===== src/design/u8d_pkg.sv =====
// ----------------------------------------------------------------------------
// u8d_pkg
// Shared types, state codes and lookup tables for the UTF-8 DFA decoder.
// ----------------------------------------------------------------------------
`timescale 1ns / 1ps
`default_nettype none

package u8d_pkg;

  localparam int BYTE_W   = 8;
  localparam int CLASS_W  = 4;
  localparam int STATE_W  = 4;
  localparam int CP_W     = 21;
  localparam int ACC_BITS = 6;

  localparam int QUEUE_DEPTH = 2;

  localparam logic [STATE_W-1:0] ST_ACCEPT = 4'd0;
  localparam logic [STATE_W-1:0] ST_REJECT = 4'd1;
  localparam logic [STATE_W-1:0] ST_LAST   = 4'd8;

  localparam logic [CP_W-1:0] CP_MAX = 21'h10FFFF;

  // classified byte handed from the front to the back
  typedef struct packed {
    logic [BYTE_W-1:0]  data;
    logic [CLASS_W-1:0] cls;
  } tok_t;

  // next state, indexed by {state, class}; rows for states 0..8
  localparam logic [STATE_W-1:0] NEXT_STATE [144] = '{
    4'd0, 4'd1, 4'd2, 4'd3, 4'd5, 4'd8, 4'd7, 4'd1,
    4'd1, 4'd1, 4'd4, 4'd6, 4'd1, 4'd1, 4'd1, 4'd1,
    4'd1, 4'd1, 4'd1, 4'd1, 4'd1, 4'd1, 4'd1, 4'd1,
    4'd1, 4'd1, 4'd1, 4'd1, 4'd1, 4'd1, 4'd1, 4'd1,
    4'd1, 4'd0, 4'd1, 4'd1, 4'd1, 4'd1, 4'd1, 4'd0,
    4'd1, 4'd0, 4'd1, 4'd1, 4'd1, 4'd1, 4'd1, 4'd1,
    4'd1, 4'd2, 4'd1, 4'd1, 4'd1, 4'd1, 4'd1, 4'd2,
    4'd1, 4'd2, 4'd1, 4'd1, 4'd1, 4'd1, 4'd1, 4'd1,
    4'd1, 4'd1, 4'd1, 4'd1, 4'd1, 4'd1, 4'd1, 4'd2,
    4'd1, 4'd1, 4'd1, 4'd1, 4'd1, 4'd1, 4'd1, 4'd1,
    4'd1, 4'd2, 4'd1, 4'd1, 4'd1, 4'd1, 4'd1, 4'd1,
    4'd1, 4'd2, 4'd1, 4'd1, 4'd1, 4'd1, 4'd1, 4'd1,
    4'd1, 4'd1, 4'd1, 4'd1, 4'd1, 4'd1, 4'd1, 4'd3,
    4'd1, 4'd3, 4'd1, 4'd1, 4'd1, 4'd1, 4'd1, 4'd1,
    4'd1, 4'd3, 4'd1, 4'd1, 4'd1, 4'd1, 4'd1, 4'd3,
    4'd1, 4'd3, 4'd1, 4'd1, 4'd1, 4'd1, 4'd1, 4'd1,
    4'd1, 4'd3, 4'd1, 4'd1, 4'd1, 4'd1, 4'd1, 4'd1,
    4'd1, 4'd1, 4'd1, 4'd1, 4'd1, 4'd1, 4'd1, 4'd1
  };

  // byte class table, written as ranges
  function automatic logic [CLASS_W-1:0] byte_class(input logic [BYTE_W-1:0] b);
    logic [CLASS_W-1:0] c;
    priority if (b <= 8'h7F) c = 4'd0;
    else if (b <= 8'h8F)     c = 4'd1;
    else if (b <= 8'h9F)     c = 4'd9;
    else if (b <= 8'hBF)     c = 4'd7;
    else if (b <= 8'hC1)     c = 4'd8;
    else if (b <= 8'hDF)     c = 4'd2;
    else if (b == 8'hE0)     c = 4'd10;
    else if (b == 8'hED)     c = 4'd4;
    else if (b <= 8'hEF)     c = 4'd3;
    else if (b == 8'hF0)     c = 4'd11;
    else if (b <= 8'hF3)     c = 4'd6;
    else if (b == 8'hF4)     c = 4'd5;
    else                     c = 4'd8;
    return c;
  endfunction

  function automatic logic [STATE_W-1:0] next_state(input logic [STATE_W-1:0] s,
                                                    input logic [CLASS_W-1:0] c);
    logic [7:0] idx;
    idx = {s, c};
    return NEXT_STATE[idx];
  endfunction

endpackage

`default_nettype wire


===== src/design/u8d_front.sv =====
// ----------------------------------------------------------------------------
// u8d_front
// Input stage: takes one byte per item and registers it with its class.
// ----------------------------------------------------------------------------
`timescale 1ns / 1ps
`default_nettype none

module u8d_front (
  input  wire logic                       clk,
  input  wire logic                       rst,
  input  wire logic                       in_valid,
  output logic                            in_stall,
  input  wire logic [u8d_pkg::BYTE_W-1:0] byte_in,
  output logic                            tok_valid,
  input  wire logic                       tok_stall,
  output u8d_pkg::tok_t                   tok
);

  logic f_valid;

  assign in_stall  = f_valid && tok_stall;
  assign tok_valid = f_valid;

  always_ff @(posedge clk) begin
    if (rst) begin
      f_valid <= 1'b0;
    end else if (!in_stall) begin
      f_valid <= in_valid;
    end
  end

  always_ff @(posedge clk) begin
    if (in_valid && !in_stall) begin
      tok.data <= byte_in;
      tok.cls  <= u8d_pkg::byte_class(byte_in);
    end
  end

endmodule

`default_nettype wire


===== src/design/u8d_queue.sv =====
// ----------------------------------------------------------------------------
// u8d_queue
// Short FIFO of classified items between the front and back stages.
// ----------------------------------------------------------------------------
`timescale 1ns / 1ps
`default_nettype none

module u8d_queue #(
  parameter int DEPTH = u8d_pkg::QUEUE_DEPTH,
  localparam int PTR_W = (DEPTH > 1) ? $clog2(DEPTH) : 1,
  localparam int CNT_W = $clog2(DEPTH + 1)
) (
  input  wire logic          clk,
  input  wire logic          rst,
  input  wire logic          in_valid,
  output logic               in_stall,
  input  wire u8d_pkg::tok_t in_tok,
  output logic               out_valid,
  input  wire logic          out_stall,
  output u8d_pkg::tok_t      out_tok,
  output logic [CNT_W-1:0]   level
);

  localparam logic [PTR_W-1:0] PTR_LAST = PTR_W'(DEPTH - 1);
  localparam logic [CNT_W-1:0] CNT_FULL = CNT_W'(DEPTH);

  u8d_pkg::tok_t    slots [DEPTH];
  logic [PTR_W-1:0] wr_ptr;
  logic [PTR_W-1:0] rd_ptr;
  logic [CNT_W-1:0] count;
  logic             push;
  logic             pop;

  assign in_stall  = (count == CNT_FULL);
  assign out_valid = (count != '0);
  assign push      = in_valid && !in_stall;
  assign pop       = out_valid && !out_stall;
  assign out_tok   = slots[rd_ptr];
  assign level     = count;

  always_ff @(posedge clk) begin
    if (rst) begin
      wr_ptr <= '0;
      rd_ptr <= '0;
      count  <= '0;
    end else begin
      if (push) begin
        wr_ptr <= (wr_ptr == PTR_LAST) ? '0 : wr_ptr + 1'b1;
      end
      if (pop) begin
        rd_ptr <= (rd_ptr == PTR_LAST) ? '0 : rd_ptr + 1'b1;
      end
      if (push && !pop) begin
        count <= count + 1'b1;
      end else if (pop && !push) begin
        count <= count - 1'b1;
      end
    end
  end

  always_ff @(posedge clk) begin
    if (push) begin
      slots[wr_ptr] <= in_tok;
    end
  end

endmodule

`default_nettype wire


===== src/design/u8d_back.sv =====
// ----------------------------------------------------------------------------
// u8d_back
// DFA step: updates state and partial code point, drives the output register.
// ----------------------------------------------------------------------------
`timescale 1ns / 1ps
`default_nettype none

module u8d_back (
  input  wire logic                        clk,
  input  wire logic                        rst,
  input  wire logic                        q_valid,
  output logic                             q_stall,
  input  wire u8d_pkg::tok_t               q_tok,
  output logic                             out_valid,
  input  wire logic                        out_stall,
  output logic [u8d_pkg::CP_W-1:0]         code_point,
  output logic                             complete,
  output logic                             rejected,
  output logic [u8d_pkg::STATE_W-1:0]      machine_state
);

  logic [u8d_pkg::STATE_W-1:0] dfa_state;
  logic [u8d_pkg::CP_W-1:0]    partial_cp;
  logic [u8d_pkg::STATE_W-1:0] cur;
  logic [u8d_pkg::STATE_W-1:0] state_next;
  logic [u8d_pkg::CP_W-1:0]    cp_next;
  logic [u8d_pkg::BYTE_W-1:0]  lead_mask;
  logic                        pop;

  assign q_stall = out_valid && out_stall;
  assign pop     = q_valid && !q_stall;

  always_comb begin
    // states past the last one fall into reject
    cur        = (dfa_state > u8d_pkg::ST_LAST) ? u8d_pkg::ST_REJECT : dfa_state;
    lead_mask  = 8'hFF >> q_tok.cls;
    state_next = u8d_pkg::next_state(cur, q_tok.cls);
    if (cur == u8d_pkg::ST_ACCEPT) begin
      cp_next = {13'd0, lead_mask & q_tok.data};
    end else begin
      cp_next = {partial_cp[u8d_pkg::CP_W-u8d_pkg::ACC_BITS-1:0],
                 q_tok.data[u8d_pkg::ACC_BITS-1:0]};
    end
  end

  always_ff @(posedge clk) begin
    if (rst) begin
      dfa_state  <= u8d_pkg::ST_ACCEPT;
      partial_cp <= '0;
      out_valid  <= 1'b0;
    end else begin
      if (pop) begin
        dfa_state  <= state_next;
        partial_cp <= cp_next;
        out_valid  <= 1'b1;
      end else if (!out_stall) begin
        out_valid <= 1'b0;
      end
    end
  end

  always_ff @(posedge clk) begin
    if (pop) begin
      code_point    <= cp_next;
      complete      <= (state_next == u8d_pkg::ST_ACCEPT);
      rejected      <= (state_next == u8d_pkg::ST_REJECT);
      machine_state <= state_next;
    end
  end

endmodule

`default_nettype wire


===== src/design/utf8_dfa_decoder.sv =====
// ----------------------------------------------------------------------------
// utf8_dfa_decoder
// UTF-8 byte stream decoder: byte classifier, item queue and DFA back end.
// ----------------------------------------------------------------------------
//   channel  | handshake            | payload
//   ---------+----------------------+-------------------------------------------
//   in       | in_valid / in_stall  | byte_in
//   out      | out_valid / out_stall| code_point, complete, rejected, machine_state
//
// One item per cycle sustained while the output is not stalled; an accepted
// byte passes the class register, then a queue slot, then the output register.
// The DFA state and partial code point registers loop through the table lookup.
// Reset returns the DFA to accept and empties the queue and output register.
// A stalled output holds its result; the queue absorbs the front's item while
// the back end waits, and the input stalls only once the queue is full.
// ----------------------------------------------------------------------------
`timescale 1ns / 1ps
`default_nettype none

module utf8_dfa_decoder #(
  parameter int QUEUE_DEPTH = u8d_pkg::QUEUE_DEPTH
) (
  input  wire logic                        clk,
  input  wire logic                        rst,
  input  wire logic                        in_valid,
  output logic                             in_stall,
  input  wire logic [u8d_pkg::BYTE_W-1:0]  byte_in,
  output logic                             out_valid,
  input  wire logic                        out_stall,
  output logic [u8d_pkg::CP_W-1:0]         code_point,
  output logic                             complete,
  output logic                             rejected,
  output logic [u8d_pkg::STATE_W-1:0]      machine_state
);

  localparam int CNT_W = $clog2(QUEUE_DEPTH + 1);

  logic             f_valid;
  logic             f_stall;
  u8d_pkg::tok_t    f_tok;
  logic             q_valid;
  logic             q_stall;
  u8d_pkg::tok_t    q_tok;
  logic [CNT_W-1:0] q_level;

  u8d_front u_front (
    .clk       (clk),
    .rst       (rst),
    .in_valid  (in_valid),
    .in_stall  (in_stall),
    .byte_in   (byte_in),
    .tok_valid (f_valid),
    .tok_stall (f_stall),
    .tok       (f_tok)
  );

  u8d_queue #(
    .DEPTH (QUEUE_DEPTH)
  ) u_queue (
    .clk       (clk),
    .rst       (rst),
    .in_valid  (f_valid),
    .in_stall  (f_stall),
    .in_tok    (f_tok),
    .out_valid (q_valid),
    .out_stall (q_stall),
    .out_tok   (q_tok),
    .level     (q_level)
  );

  u8d_back u_back (
    .clk           (clk),
    .rst           (rst),
    .q_valid       (q_valid),
    .q_stall       (q_stall),
    .q_tok         (q_tok),
    .out_valid     (out_valid),
    .out_stall     (out_stall),
    .code_point    (code_point),
    .complete      (complete),
    .rejected      (rejected),
    .machine_state (machine_state)
  );

  // queue never holds more than its depth
  a_queue_level: assert property (@(posedge clk) disable iff (rst)
    q_level <= CNT_W'(QUEUE_DEPTH))
    else $error("queue level above depth");

  // a taken reject result is directly followed by no valid result or by a reject
  a_reject_sticky: assert property (@(posedge clk) disable iff (rst)
    (out_valid && !out_stall && rejected) |=> (!out_valid || rejected))
    else $error("reject flag cleared without reset");

  // a finished code point is always in the Unicode range
  a_cp_range: assert property (@(posedge clk) disable iff (rst)
    (out_valid && complete) |-> (code_point <= u8d_pkg::CP_MAX))
    else $error("completed code point out of range");

  // the front stalls only while the queue is full
  a_front_stall: assert property (@(posedge clk) disable iff (rst)
    (f_valid && f_stall) |-> (q_level == CNT_W'(QUEUE_DEPTH)))
    else $error("front stalled with room in queue");

endmodule

`default_nettype wire

===== config.mk =====
export PLATFORM = sky130hd
export DESIGN_NAME = utf8_dfa_decoder
export DESIGN_NICKNAME = d
export VERILOG_FILES = /design/src/design/u8d_pkg.sv /design/src/design/u8d_front.sv /design/src/design/u8d_queue.sv /design/src/design/u8d_back.sv /design/src/design/utf8_dfa_decoder.sv
export SDC_FILE = /design/constraint.sdc
export NUM_CORES = 1
export LEC_CHECK = 0
export BUFFER_PORTS_ARGS = -buffer_cell sky130_fd_sc_hd__buf_4
export CAP_MARGIN = 5
export CORE_ASPECT_RATIO = 0.75
export CORE_MARGIN = 5
export CORE_UTILIZATION = 45
export DETAILED_ROUTE_END_ITERATION = 7
export SLEW_MARGIN = 20
export SYNTH_ARGS = -nofsm -noshare
export SYNTH_HDL_FRONTEND = slang
export SYNTH_SLANG_ARGS = --single-unit

===== constraint.sdc =====
create_clock -name clk -period 4.7 [get_ports clk]
set_input_delay 0 -clock clk [delete_from_list [all_inputs] [get_ports clk]]
set_output_delay 0 -clock clk [all_outputs]
set_load 0.02 [all_outputs]

==> metrics <==
worst setup margin=approximately 2 ns; ant diodes=0; GR met2 Demand/Resource=about 22%; CP max stage delay=just under 1 ns; total vias in the final route=2354; Root Driver=clkbuf_8; Reg2Reg Depth=6; CP startpoint kind=flop; hold depth=2; worst-path cell chain=mux2i_4 -> nand2_2 -> a2111oi_2 -> a311oi_1 -> o21ai_2 -> nor3_1; Hold Vio Cnt, Final=0; Core ar.=approximately 8000 um2; GP Congestion=0.901; Post-Route WL=slightly below 7000 um; GRT Total Usage=approximately 15%; Post-Syn Nets=319; Final Skew=around 0.017 ns; r2r setup slk=around 2.0 ns; Inst Count DP=roughly 440; ys flop type=edfxtp_1; Critical Path Sink Type=flop; fmax=approximately 0.37 GHz; Seq/Total Area, Yosys=64.1%; Yosys cell types=52; flops & latches, synth=89; largest net degree at the start of global routing=43; mean area per synthesized cell=12.3 um2; Final TNS setup=0 ns; Syn. warnings=0; hpwl dp=roughly 4800 um; drt drc=0; Initial Util=roughly 47%; relative slew slack=between 30% and 40%; fin. max-slew vios=0; setup repair bufs after CTS=0; Ports=slightly above 40; Sink Count=between 80 and 90; chip width=between 100 and 150 um; Synth Area in Compound Gates=approximately 11%; Slew @ Worst Pin=slightly above 1 ns; Setup CP Type=flop to flop; global-route wire length before repair=~12000 um; initial antenna violation count=0; Pre-Repair DR Iteration Count=4; Critical Path AT=approximately 2.8 ns; post-layout min period=between 2 and 3 ns; CP required=4.78 ns; Die Area=10300 um2; main combinational cell family by area after synthesis=simple AND/OR/NAND/NOR gates; WHS=about 0.42 ns; FF-to-FF End=u_back.rejected; filler-free cell count of the finished design=469; vias in the first global route=around 2300; CTS buffer count=9; mux cell area share after synthesis=roughly 5.5%; most common cell after layout, fill and taps aside=edfxtp_1; status=finished, final reports clean; worst vdd ir=~0.27 mV; Wirelength per Cell=14.7 um; layout cells sized above 1=between 20% and 30%; clock buffer depth=2; unrepaired setup endpoints after global routing=false; CTS tree=yes; grt ovf=0; fraction of registers with async set/reset=0%; Avg Vias per Cell=between 5 and 6; H-tree levels=3; DRT antenna net count=0; Post-Place Worst Slack=2.02 ns; fin crit share=a little under three fifths; slowest stage cell, crit path=dfxtp_1; Hold Crit Start=byte_in[6]; Initial DRC Count=between 100 and 150; most frequent cells in the layout=63 x edfxtp_1, 48 x nand2_1, 42 x buf_4; row cnt=28; Post-Syn Area=~3800 um2; Layout area overhead=17.8%; IO buf count=40; Die Span Y=89.2 um; CP max FO=16; leak pwr=around 1.6 nW; Max Cap Viol=0; Post-Synth Adder-Cell Area=less than 1%; Hold EP=u_front.tok[10]; GRT busiest layer=met2; Final #Nets=roughly 370; GRT met3 Usage=between 5 and 6%; HP Class=primary input to flop; met1 usage=20.1%; PD cells=588 nW/um2; Mapped Cells=306; Reg clk slew, reported paths=around 0.080 ns; XOR/XNOR share of the synthesized area=1.16%; clk_lat worst skew=0.35 ns; simple-gate share of the synthesized area=14.8%; number of flops mapped to enable cells by yosys=63; Finish-stage setup viols=0
sequential cells by signal, indices dropped and copies added (netlist names), named ones only:
name / flops
u_back.out_valid: 1
u_back.rejected: 1
u_queue.rd_ptr: 1
u_back.partial_cp: 15
u_front.tok_valid: 1
u_queue.slots: 24
u_back.dfa_state: 4
u_back.machine_state: 4
u_queue.wr_ptr: 1
u_back.complete: 1
u_front.tok: 12
u_queue.level: 2
u_back.code_point: 21
worst max-delay path, delay by kind of cell (launching register included):
family          cells  cell delay (ns)
flops               1             0.98
mux                 1             0.51
compound gates      3             0.67
simple gates        2             0.26
how the worst max path moves through the flow:
stage / from / endpoint / slack (ns) / cells after the start
after floorplan: u_back.out_valid / u_queue.level[1] / 2.67 / 7
after global placement: flop / u_back.rejected / 2.03 / 6
after detailed placement: flop / u_back.rejected / 2.02 / 6
after CTS: flop / u_back.rejected / 1.99 / 6
after global routing: flop / u_back.rejected / 1.78 / 6
final: flop / u_back.rejected / 2.00 / 6
cells in the mapped netlist, drive strengths merged (2+ instances only):
library cell,count,area (um2)
nor2b,3,18.8
o21a,3,22.5
nand3,5,25.0
dfxtp,26,521
clkbuf,7,26.3
inv,8,30.0
o21ai,11,58.8
and2,14,87.6
nand4,2,12.5
and3,2,12.5
a2111oi,2,30.0
nor3,8,50.1
or2,2,12.5
buf,5,67.6
a21oi,30,154
a311oi,2,23.8
nor2,20,75.1
edfxtp,63,1890
nand2,50,193
mux2,4,56.3
o41ai,2,32.5
or3,2,12.5
a211oi,2,15.0
xor2,4,35.0
nand2b,5,31.3
mux2i,12,149
area by class of cell:
type / count / area [um2]
fill: 695 / 3590
sequential: 89 / 2410
clock inverter: 4 / 31.3
clock buffer: 12 / 166
tap: 105 / 131
multi-input combinational: 197 / 1230
timing repair buffer: 54 / 435
inverter: 8 / 30.0
layer usage:
layer	up-vias	share of wire, %
met4	0	1.5
met1	1093	49
met5	-	0
met3	12	4.6
li1	1199	-
met2	50	45
stage by stage:
step	utilization (%)	cell area [um2]	power, mW
final	55.3	4430	2.61
after global routing	55.3	4430	2.77
after CTS	55.3	4430	2.64
after detailed placement	51.3	4120	2.13
after global placement	51.3	4120	2.12
after floorplan	-	3760	1.82
where the power goes:
part	internal, mW	switching [mW]
clock	0.243	0.261
combinational	0.345	0.581
sequential	1.08	0.102
total	1.66	0.944
logic make-up (layout without fill, tap and decap cells):
family | count (synthesis) | after routing
adders and majority gates | 1 | 1
and+or+nand+nor | 116 | 116
muxes | 16 | 16
xor gates and xnor gates | 5 | 5
AOI/OAI and AO/OA | 59 | 59
DFF | 89 | 89
buffers and inverters | 20 | 78
timing repair:
action	in CTS	in global routing
hold buffers	12	0
hold endpoints to repair	16	0
gates resized for setup	0	0
No activity file was read; power rests on OpenSTA's default activity.
